$ cat src/design/pse_pkg.sv
// Types and constants of the prefix string encoder.
// No dependencies; used by the interfaces and all modules.
`default_nettype none

package pse_pkg;

   localparam int STORE_DEPTH = 64;
   localparam int ADDR_W      = $clog2(STORE_DEPTH);
   localparam int LEN_W       = 6;
   localparam int OFF_W       = 32;
   localparam int QUEUE_DEPTH = 2;

   typedef struct packed {
      logic [7:0] data_byte;
      logic       has_byte;
      logic       last_of_entry;
      logic       new_page;
   } req_type;

   typedef struct packed {
      logic [7:0]       out_byte;
      logic             last_of_run;
      logic             restart_here;
      logic [OFF_W-1:0] entry_offset;
      logic             too_long;
   } rsp_type;

   typedef struct packed {
      logic    valid;
      req_type item;
   } queue_out_type;

endpackage

`default_nettype wire

$ cat src/design/pse_channels_if.sv
// Valid/ready stream interfaces of the prefix string encoder.
// Depends on pse_pkg for the payload types.
`default_nettype none

interface pse_req_if ();
   logic             valid;
   logic             ready;
   pse_pkg::req_type payload;
   modport source (output valid, output payload, input ready);
   modport sink (input valid, input payload, output ready);
endinterface

interface pse_rsp_if ();
   logic             valid;
   logic             ready;
   pse_pkg::rsp_type payload;
   modport source (output valid, output payload, input ready);
   modport sink (input valid, input payload, output ready);
endinterface

`default_nettype wire

$ cat src/design/pse_front.sv
// Front part: accepts request beats, drops idle beats, queues the rest.
// Depends on pse_pkg and pse_req_if.
`default_nettype none

module pse_front (
   input  wire                    clock,
   input  wire                    reset,
   pse_req_if.sink                req_bus,
   output pse_pkg::queue_out_type q_out,
   input  wire                    q_ready
);

   localparam int PTR_W = $clog2(pse_pkg::QUEUE_DEPTH);
   localparam int CNT_W = $clog2(pse_pkg::QUEUE_DEPTH + 1);

   pse_pkg::req_type item_ff [pse_pkg::QUEUE_DEPTH];
   logic [PTR_W-1:0] wr_ptr_ff, wr_ptr_in;
   logic [PTR_W-1:0] rd_ptr_ff, rd_ptr_in;
   logic [CNT_W-1:0] count_ff, count_in;
   logic             idle_beat;
   logic             push;
   logic             pop;

   assign req_bus.ready = (count_ff != CNT_W'(pse_pkg::QUEUE_DEPTH));
   assign idle_beat = !req_bus.payload.has_byte && !req_bus.payload.last_of_entry
                      && !req_bus.payload.new_page;
   assign push = req_bus.valid && req_bus.ready && !idle_beat;
   assign q_out.valid = (count_ff != '0);
   assign q_out.item  = item_ff[rd_ptr_ff];
   assign pop = q_out.valid && q_ready;

   always_comb begin
      wr_ptr_in = push ? wr_ptr_ff + PTR_W'(1) : wr_ptr_ff;
      rd_ptr_in = pop ? rd_ptr_ff + PTR_W'(1) : rd_ptr_ff;
      count_in  = count_ff;
      if (push && !pop) begin
         count_in = count_ff + CNT_W'(1);
      end else if (pop && !push) begin
         count_in = count_ff - CNT_W'(1);
      end
   end

   always_ff @(posedge clock) begin
      if (push) begin
         item_ff[wr_ptr_ff] <= req_bus.payload;
      end
   end

   always_ff @(posedge clock) begin
      if (reset) begin
         wr_ptr_ff <= '0;
         rd_ptr_ff <= '0;
         count_ff  <= '0;
      end else begin
         wr_ptr_ff <= wr_ptr_in;
         rd_ptr_ff <= rd_ptr_in;
         count_ff  <= count_in;
      end
   end

endmodule

`default_nettype wire

$ cat src/design/pse_back.sv
// Back part: prefix compare against the stored entry, then header and suffix emission.
// Depends on pse_pkg and pse_rsp_if; holds the entry memory and the output register.
`default_nettype none

module pse_back #(
   parameter int MAX_ENTRY_BYTES = 32
) (
   input  wire                         clock,
   input  wire                         reset,
   input  wire pse_pkg::queue_out_type q_in,
   output logic                        q_ready,
   pse_rsp_if.source                   rsp_bus,
   input  wire                         csr_we,
   input  wire  [7:0]                  csr_wdata
);

   localparam int LW = pse_pkg::LEN_W;
   localparam int AW = pse_pkg::ADDR_W;
   localparam int OW = pse_pkg::OFF_W;
   localparam logic [LW-1:0] MAX_LEN = LW'(MAX_ENTRY_BYTES);

   typedef enum logic [3:0] {
      ST_TAKE = 4'b0001,
      ST_HDR0 = 4'b0010,
      ST_HDR1 = 4'b0100,
      ST_BODY = 4'b1000
   } state_type;

   state_type         state_ff, state_in;
   logic [LW-1:0]     len_ff, len_in;
   logic [LW-1:0]     prev_ff, prev_in;
   logic [LW-1:0]     shc_ff, shc_in;
   logic              match_ff, match_in;
   logic              ovf_ff, ovf_in;
   logic [7:0]        ipos_ff, ipos_in;
   logic [OW-1:0]     off_ff, off_in;
   logic [7:0]        interval_ff, interval_in;
   logic [LW-1:0]     em_shared_ff, em_shared_in;
   logic [LW-1:0]     em_unshared_ff, em_unshared_in;
   logic [LW-1:0]     em_end_ff, em_end_in;
   logic              em_restart_ff, em_restart_in;
   logic [OW-1:0]     em_start_ff, em_start_in;
   logic              em_ovf_ff, em_ovf_in;
   logic [LW-1:0]     ptr_ff, ptr_in;
   logic              rsp_valid_ff, rsp_valid_in;
   pse_pkg::rsp_type  rsp_data_ff, rsp_data_in;

   logic [7:0]        store_mem [pse_pkg::STORE_DEPTH];
   logic [7:0]        rd_data_ff;
   logic              mem_we;
   logic [AW-1:0]     mem_waddr;
   logic [AW-1:0]     mem_raddr;

   logic              out_free;

   assign q_ready         = (state_ff == ST_TAKE);
   assign out_free        = !rsp_valid_ff || rsp_bus.ready;
   assign rsp_bus.valid   = rsp_valid_ff;
   assign rsp_bus.payload = rsp_data_ff;
   assign interval_in     = csr_we ? csr_wdata : interval_ff;

   always_comb begin
      logic          page;
      logic [LW-1:0] len_b, shc_b, prev_b, len_n, shc_n, shared, unshared;
      logic          match_b, ovf_b, match_n, ovf_n, hit, restart;
      logic [7:0]    ipos_b;
      logic [OW-1:0] off_b;
      logic [8:0]    ipos_inc;

      page     = q_in.item.new_page;
      len_b    = page ? '0 : len_ff;
      shc_b    = page ? '0 : shc_ff;
      prev_b   = page ? '0 : prev_ff;
      match_b  = page ? 1'b1 : match_ff;
      ovf_b    = page ? 1'b0 : ovf_ff;
      ipos_b   = page ? '0 : ipos_ff;
      off_b    = page ? '0 : off_ff;
      len_n    = len_b;
      shc_n    = shc_b;
      match_n  = match_b;
      ovf_n    = ovf_b;
      hit      = 1'b0;
      restart  = (ipos_b == '0);
      shared   = '0;
      unshared = '0;
      ipos_inc = {1'b0, ipos_b} + 9'd1;

      state_in       = state_ff;
      len_in         = len_ff;
      prev_in        = prev_ff;
      shc_in         = shc_ff;
      match_in       = match_ff;
      ovf_in         = ovf_ff;
      ipos_in        = ipos_ff;
      off_in         = off_ff;
      em_shared_in   = em_shared_ff;
      em_unshared_in = em_unshared_ff;
      em_end_in      = em_end_ff;
      em_restart_in  = em_restart_ff;
      em_start_in    = em_start_ff;
      em_ovf_in      = em_ovf_ff;
      ptr_in         = ptr_ff;
      mem_we         = 1'b0;
      mem_waddr      = len_b[AW-1:0];
      mem_raddr      = len_ff[AW-1:0];
      rsp_valid_in   = rsp_valid_ff && !rsp_bus.ready;
      rsp_data_in    = rsp_data_ff;

      case (state_ff)
         ST_TAKE: begin
            if (q_in.valid) begin
               if (q_in.item.has_byte) begin
                  if (len_b < MAX_LEN) begin
                     mem_we  = 1'b1;
                     hit     = match_b && (len_b < prev_b)
                               && (rd_data_ff == q_in.item.data_byte);
                     shc_n   = hit ? shc_b + LW'(1) : shc_b;
                     match_n = hit;
                     len_n   = len_b + LW'(1);
                  end else begin
                     ovf_n = 1'b1;
                  end
               end
               if (q_in.item.last_of_entry) begin
                  shared         = restart ? '0 : shc_n;
                  unshared       = len_n - shared;
                  em_shared_in   = shared;
                  em_unshared_in = unshared;
                  em_end_in      = len_n;
                  em_restart_in  = restart;
                  em_start_in    = off_b;
                  em_ovf_in      = ovf_n;
                  ptr_in         = shared;
                  off_in         = off_b + OW'(unshared) + OW'(2);
                  ipos_in        = (ipos_inc >= {1'b0, interval_ff}) ? '0 : ipos_inc[7:0];
                  prev_in        = len_n;
                  len_in         = '0;
                  shc_in         = '0;
                  match_in       = 1'b1;
                  ovf_in         = 1'b0;
                  mem_raddr      = shared[AW-1:0];
                  state_in       = ST_HDR0;
               end else begin
                  len_in    = len_n;
                  shc_in    = shc_n;
                  match_in  = match_n;
                  ovf_in    = ovf_n;
                  prev_in   = prev_b;
                  ipos_in   = ipos_b;
                  off_in    = off_b;
                  mem_raddr = len_n[AW-1:0];
               end
            end
         end
         ST_HDR0: begin
            mem_raddr = ptr_ff[AW-1:0];
            if (out_free) begin
               rsp_valid_in = 1'b1;
               rsp_data_in  = '{out_byte: 8'(em_shared_ff), last_of_run: 1'b0,
                                restart_here: em_restart_ff, entry_offset: em_start_ff,
                                too_long: em_ovf_ff};
               state_in     = ST_HDR1;
            end
         end
         ST_HDR1: begin
            mem_raddr = ptr_ff[AW-1:0];
            if (out_free) begin
               rsp_valid_in = 1'b1;
               rsp_data_in  = '{out_byte: 8'(em_unshared_ff),
                                last_of_run: (em_unshared_ff == '0),
                                restart_here: em_restart_ff, entry_offset: em_start_ff,
                                too_long: em_ovf_ff};
               if (em_unshared_ff == '0) begin
                  mem_raddr = len_ff[AW-1:0];
                  state_in  = ST_TAKE;
               end else begin
                  state_in  = ST_BODY;
               end
            end
         end
         ST_BODY: begin
            mem_raddr = ptr_ff[AW-1:0];
            if (out_free) begin
               ptr_in       = ptr_ff + LW'(1);
               rsp_valid_in = 1'b1;
               rsp_data_in  = '{out_byte: rd_data_ff, last_of_run: (ptr_in == em_end_ff),
                                restart_here: em_restart_ff, entry_offset: em_start_ff,
                                too_long: em_ovf_ff};
               if (ptr_in == em_end_ff) begin
                  mem_raddr = len_ff[AW-1:0];
                  state_in  = ST_TAKE;
               end else begin
                  mem_raddr = ptr_in[AW-1:0];
               end
            end
         end
         default: begin
            state_in = ST_TAKE;
         end
      endcase
   end

   // write-first read: a byte written this cycle is seen at once
   always_ff @(posedge clock) begin
      if (mem_we) begin
         store_mem[mem_waddr] <= q_in.item.data_byte;
      end
      if (mem_we && (mem_waddr == mem_raddr)) begin
         rd_data_ff <= q_in.item.data_byte;
      end else begin
         rd_data_ff <= store_mem[mem_raddr];
      end
   end

   always_ff @(posedge clock) begin
      em_shared_ff   <= em_shared_in;
      em_unshared_ff <= em_unshared_in;
      em_end_ff      <= em_end_in;
      em_restart_ff  <= em_restart_in;
      em_start_ff    <= em_start_in;
      em_ovf_ff      <= em_ovf_in;
      ptr_ff         <= ptr_in;
      rsp_data_ff    <= rsp_data_in;
   end

   always_ff @(posedge clock) begin
      if (reset) begin
         state_ff     <= ST_TAKE;
         len_ff       <= '0;
         prev_ff      <= '0;
         shc_ff       <= '0;
         match_ff     <= 1'b1;
         ovf_ff       <= 1'b0;
         ipos_ff      <= '0;
         off_ff       <= '0;
         interval_ff  <= 8'd16;
         rsp_valid_ff <= 1'b0;
      end else begin
         state_ff     <= state_in;
         len_ff       <= len_in;
         prev_ff      <= prev_in;
         shc_ff       <= shc_in;
         match_ff     <= match_in;
         ovf_ff       <= ovf_in;
         ipos_ff      <= ipos_in;
         off_ff       <= off_in;
         interval_ff  <= interval_in;
         rsp_valid_ff <= rsp_valid_in;
      end
   end

endmodule

`default_nettype wire

$ cat src/design/prefix_string_encoder_core.sv
// Prefix (front-coding) string encoder with restart points.
// Each request beat carries at most one entry byte; last_of_entry set ends the entry.
// At each entry end the rsp channel gives shared length, unshared length, then the
// unshared suffix bytes, each tagged with restart_here, entry_offset and too_long.
// csr_we/csr_wdata write restart_interval (reset value 16). The user must write it
// only while the block is idle; the block itself does not enforce this. Throughput:
// one request beat per cycle while an entry is collected; an entry end holds the
// back part while it gives the two header beats and the suffix beats, one rsp beat
// per cycle when the receiver is ready; a two-beat queue takes up to two more req
// beats then. First rsp beat path: queue register, compare stage, output register.
// Beats with no byte, no entry end and no page start are dropped at the front.
// Reset clears state, counters and flags; the entry memory needs no clearing pass.
// When the receiver stalls, the output register holds its beat, the back part waits,
// and req_bus.ready drops once the queue is full.
// Depends on pse_pkg, pse_req_if, pse_rsp_if, pse_front and pse_back.
`default_nettype none

module prefix_string_encoder_core #(
   parameter int MAX_ENTRY_BYTES = 32
) (
   input  wire        clock,
   input  wire        reset,
   pse_req_if.sink    req_bus,
   pse_rsp_if.source  rsp_bus,
   input  wire        csr_we,
   input  wire  [7:0] csr_wdata
);

   pse_pkg::queue_out_type q_out;
   logic                   q_ready;

   pse_front u_front (
      .clock   (clock),
      .reset   (reset),
      .req_bus (req_bus),
      .q_out   (q_out),
      .q_ready (q_ready)
   );

   pse_back #(
      .MAX_ENTRY_BYTES (MAX_ENTRY_BYTES)
   ) u_back (
      .clock     (clock),
      .reset     (reset),
      .q_in      (q_out),
      .q_ready   (q_ready),
      .rsp_bus   (rsp_bus),
      .csr_we    (csr_we),
      .csr_wdata (csr_wdata)
   );

endmodule

`default_nettype wire

$ cat src/flat_wrapper.sv
// flat-port wrapper written by rule: the top's interface ports become plain ports
module prefix_string_encoder_core_flat 
#(
   parameter int MAX_ENTRY_BYTES = 32
)
  (clock, reset, csr_we, csr_wdata, req_bus_valid, req_bus_payload, req_bus_ready, rsp_bus_valid, rsp_bus_payload, rsp_bus_ready);
  pse_req_if req_bus_i ();
  pse_rsp_if rsp_bus_i ();
  input  wire clock;
  input  wire reset;
  input  wire csr_we;
  input  wire  [7:0] csr_wdata;
  input wire logic [$bits(req_bus_i.valid)-1:0] req_bus_valid;
  input wire logic [$bits(req_bus_i.payload)-1:0] req_bus_payload;
  output wire logic [$bits(req_bus_i.ready)-1:0] req_bus_ready;
  output wire logic [$bits(rsp_bus_i.valid)-1:0] rsp_bus_valid;
  output wire logic [$bits(rsp_bus_i.payload)-1:0] rsp_bus_payload;
  input wire logic [$bits(rsp_bus_i.ready)-1:0] rsp_bus_ready;
  assign req_bus_i.valid = req_bus_valid;
  assign req_bus_i.payload = req_bus_payload;
  assign req_bus_ready = req_bus_i.ready;
  assign rsp_bus_valid = rsp_bus_i.valid;
  assign rsp_bus_payload = rsp_bus_i.payload;
  assign rsp_bus_i.ready = rsp_bus_ready;
  prefix_string_encoder_core #(.MAX_ENTRY_BYTES(MAX_ENTRY_BYTES)) u_core (.clock(clock), .reset(reset), .req_bus(req_bus_i), .rsp_bus(rsp_bus_i), .csr_we(csr_we), .csr_wdata(csr_wdata));
endmodule
$ cat config.mk
export PLATFORM = sky130hd
export DESIGN_NAME = prefix_string_encoder_core_flat
export DESIGN_NICKNAME = d
export VERILOG_FILES = /design/src/design/pse_pkg.sv /design/src/design/pse_channels_if.sv /design/src/design/pse_front.sv /design/src/design/pse_back.sv /design/src/design/prefix_string_encoder_core.sv /design/src/flat_wrapper.sv
export SDC_FILE = /design/constraint.sdc
export NUM_CORES = 1
export LEC_CHECK = 0
export BUFFER_PORTS_ARGS = -buffer_cell sky130_fd_sc_hd__buf_2
export CORE_UTILIZATION = 46
export DETAILED_ROUTE_END_ITERATION = 16
export SETUP_SLACK_MARGIN = 0.2
export SLEW_MARGIN = 5
export SYNTH_ARGS = -nofsm -noshare
export SYNTH_HDL_FRONTEND = slang
export SYNTH_SLANG_ARGS = --single-unit
$ cat constraint.sdc
create_clock -name clock -period 9.25 [get_ports clock]
set_input_delay 1.85 -clock clock [delete_from_list [all_inputs] [get_ports clock]]
set_output_delay 1.85 -clock clock [all_outputs]
set_load 0.1 [all_outputs]
==> flow_metrics.py <==
metrics = {
    "synthesis": {
        "yosys-top-cells-count": "edfxtp_1 (635), nor2_1 (151), nand2_1 (150)",
        "synth_edf_count": 635,
        "synth-seq-area-share_pct": 69.5,
        "synth_area_leader_cell": "edfxtp_1",
        "ys_warn_count": 0,
        "post_synth_main_area_contributors": "edfxtp_1 (64%), mux4_2 (7.7%), dfxtp_1 (5.6%)",
        "synthArstFlopShare_pct": 0,
        "yosys_register_bits": 719,
        "ys_types": 76,
        "syn_avg_cell_area_um2": 16.0,
        "postSynthCellCount": 1863,
        "synth_top_area_share_pct": 63.8,
        "synthMostInstantiatedCell": "edfxtp_1",
        "synth.cell_area_um2": 29900,
        "synthFlopType": "edfxtp_1",
    },
    "timing": {
        "tightest_slew_ns": 1.16,
        "layout_setup_ws_ns": 1.25,
        "rsz0062_at_grt": "no",
        "number_of_max_slew_violations_in_the_final_report": 0,
        "slew_headroom_pct": 22.1,
        "clock.fmax_mhz": 125,
        "fin_worst_skew_ns": 0.0308,
        "final-hold-violation-count": 0,
        "finalWorstPathRequiredPeriod_ns": 8.00,
        "final-setup-viol-count": 0,
        "setup_tns_ns": 0,
        "hold_slack_ns": 0.415,
        "final.period_utilization_pct": 86.5,
    },
    "clock_network": {
        "h-tree-depth": 3,
        "clock_tree_from_tritoncts": "done",
        "clock-root-buffer": "clkbuf_16",
        "clock_tree.buffer_depth": 3,
        "clock_transition_at_path_regs_ns": 0.06,
        "postCtsSetupBuffers": 0,
        "cts.repair.resized": 0,
        "clock-sinks": 719,
        "number_of_hold_repair_buffers_added_at_the_cts_stage": 0,
        "numCtsBuffers": 74,
        "clk_latency_ns": 0.62,
    },
    "floorplanning": {
        "floorplan.rows": 93,
        "floorplan.io_pins": 69,
        "die_x_um": 257,
        "floorplan.initialDensity_pct": 46.4,
        "floorplan.core_area_um2": 64300,
        "floorplan.die.height_um": 257,
        "die_area_um2": 66000,
    },
    "final_layout": {
        "final_area_um2": 34400,
        "share_of_post_route_cells_with_drive_strength_above_1_pct": 14.9,
        "diodes": 0,
        "stdcell_count": 3132,
        "net_count_final": 2281,
        "area_growth_syn_to_layout_pct": 15.2,
        "finish.utilization_pct": 53.5,
    },
    "power_and_ir_drop": {
        "total_power_divided_by_cell_area_nw_per_um2": 269,
        "vdd.ir_drop.worst_mv": 0.162,
        "power.leakage_nw": 12.1,
        "totalPowerFinal_mw": 9.26,
    },
    "global_route": {
        "overflow": 0,
        "antenna_found_initial": 1,
        "grt_first_pass_wirelength_um": 99000,
        "grt_pass1_vias": 16975,
        "grt_max_degree": 76,
        "grt.total_usage_pct": 19.9,
    },
    "drt": {
        "via_per_inst": 5.35,
        "routed-via-count": 16757,
        "avgRoutedWirePerCell_um": 20.7,
        "drt-initial-drc-count": 1281,
        "route.detailed.drc": 0,
        "detailedRoute.firstPassIterationCount": 5,
        "postRouteWirelength_um": 64700,
        "drt.antenna.violating_nets": 0,
    },
    "critical_path": {
        "worstPathArrival_ns": 8.46,
        "critical_path.reg2reg.endpoint": "u_core.u_back.off_ff[30]",
        "largest_stage_delay_worst_path_ns": 0.56,
        "setup.worst_path.class": "reg2reg",
        "worst_setup_path_endpoint": "u_core.u_back.off_ff[30]",
        "worstPathRequired_ns": 9.71,
        "end_kind": "flip-flop",
        "worst_r2r_path_depth": 29,
        "start_kind": "flip-flop",
        "setup.reg_to_reg.worst_slack_ns": 1.25,
        "worst-path-max-fanout": 48,
        "critical_path.slowest_cell": "a31oi_1",
        "timing.critical_path.mode_cell": "a21oi_1",
    },
    "placed_design": {
        "dp_cells": 2998,
        "dp_hpwl_um": 42000,
        "place_ws_ns": 1.33,
        "port-buffer-count": 68,
        "dpl_cell_area_um2": 32100,
        "globalplace.congestion": 0.859,
    },
    "worst_hold_path": {
        "hp-class": "reg2reg",
        "timing.hold.worst.start": "u_core.u_back.em_start_ff[19]",
    },
    "flow_run": {
        "max-cap-violations": 0,
    },
    "status": {
        "status": "finished clean",
    },
}
-- layout make-up --
type                            count  area (µm²)
Fill cell                        5343       29900
Sequential cell                   719       20800
Multi-Input combinational cell   1266        9410
Clock buffer                      101        2030
Tap cell                          855        1070
Timing Repair Buffer              109         686
Clock inverter                     33         273
Inverter                           49         184
-- how the worst min path moves through the flow --
| stage | end | slack, ns | depth (start not counted) |
|---|---|---|---|
| after detailed placement | u_core.u_back.rsp_bus.payload[13] | 0.40 | 0 |
| final | u_core.u_back.rsp_bus.payload[20] | 0.41 | 0 |
| after global placement | u_core.u_back.rsp_bus.payload[20] | 0.40 | 0 |
| after floorplan | u_core.u_back.rsp_bus.payload[0] | 0.40 | 0 |
| after global routing | u_core.u_back.rsp_bus.payload[24] | 0.42 | 0 |
| after CTS | u_core.u_back.rsp_bus.payload[20] | 0.42 | 0 |
-- routing by layer --
metal	wire [µm]	GRT usage (%)
met4	2070	7.32
met1	27500	26.8
met3	4280	4.26
met5	0	0
met2	30900	31.7
-- worst max-delay path: cells and delay by family, from the launching register on --
family                   cells  cell delay, ns
AND/OR/NAND/NOR              8            2.39
AO/OA/AOI/OAI               10            1.99
buffers and inverters        3            0.89
adder cells (fa/ha/maj)      3            0.87
XOR/XNOR                     4            0.79
flip-flops                   1            0.55
multiplexers                 1            0.27
-- state kept, by name (all words and copies together), names as in the netlist, 2 cells and up, named ones only --
register and cells:
u_core.u_back.em_end_ff 6, u_core.u_back.em_shared_ff 6, u_core.u_back.em_start_ff 32, u_core.u_back.em_unshared_ff 6
u_core.u_back.interval_ff 8, u_core.u_back.ipos_ff 8, u_core.u_back.len_ff 6, u_core.u_back.off_ff 32
u_core.u_back.prev_ff 6, u_core.u_back.ptr_ff 6, u_core.u_back.rsp_bus.payload 43, u_core.u_back.shc_ff 6
u_core.u_back.state_ff 4, u_core.u_back.store_mem 512, u_core.u_front.count_ff 2, u_core.u_front.item_ff 22
-- cell usage in the layout, fill, tap and decap left out, types with 15 or more instances in the layout --
cell type	Yosys	routed
a22oi_1	43	43
buf_4	14	38
conb_1	1	256
xnor2_1	34	34
inv_1	48	47
clkbuf_16	0	77
and2_1	35	35
mux2i_1	84	83
dfxtp_1	84	81
buf_2	14	68
nand2_1	150	150
nand3_1	30	30
clkbuf_1	40	23
and3_1	16	16
nor3_1	18	16
clkinv_1	0	15
a21oi_1	51	51
nand4_1	20	20
xor2_1	30	30
o21ai_0	38	37
mux4_2	102	102
nor2_1	151	150
edfxtp_1	635	635
ha_1	36	36
-- where the power goes --
group          internal (mW)  leakage, nW  switching [mW]  total (mW)
Sequential              4.14         6.63           0.200        4.34
Clock                   1.63         1.12            1.21        2.84
Combinational          0.799         4.33            1.29        2.08
-- logic make-up (layout without fill, tap and decap cells) --
kind of cell	Yosys count	in the layout	synth area share, %
DFF	719	719	69.5
and+or+nand+nor	476	476	7.44
AOI/OAI and AO/OA	218	218	4.87
muxes	212	212	12.2
buffers and inverters	133	292	2.39
xor gates and xnor gates	66	66	2.01
adders and majority gates	38	38	1.64
other	1	256	0.0126
No activity file was read; power rests on OpenSTA's default activity.
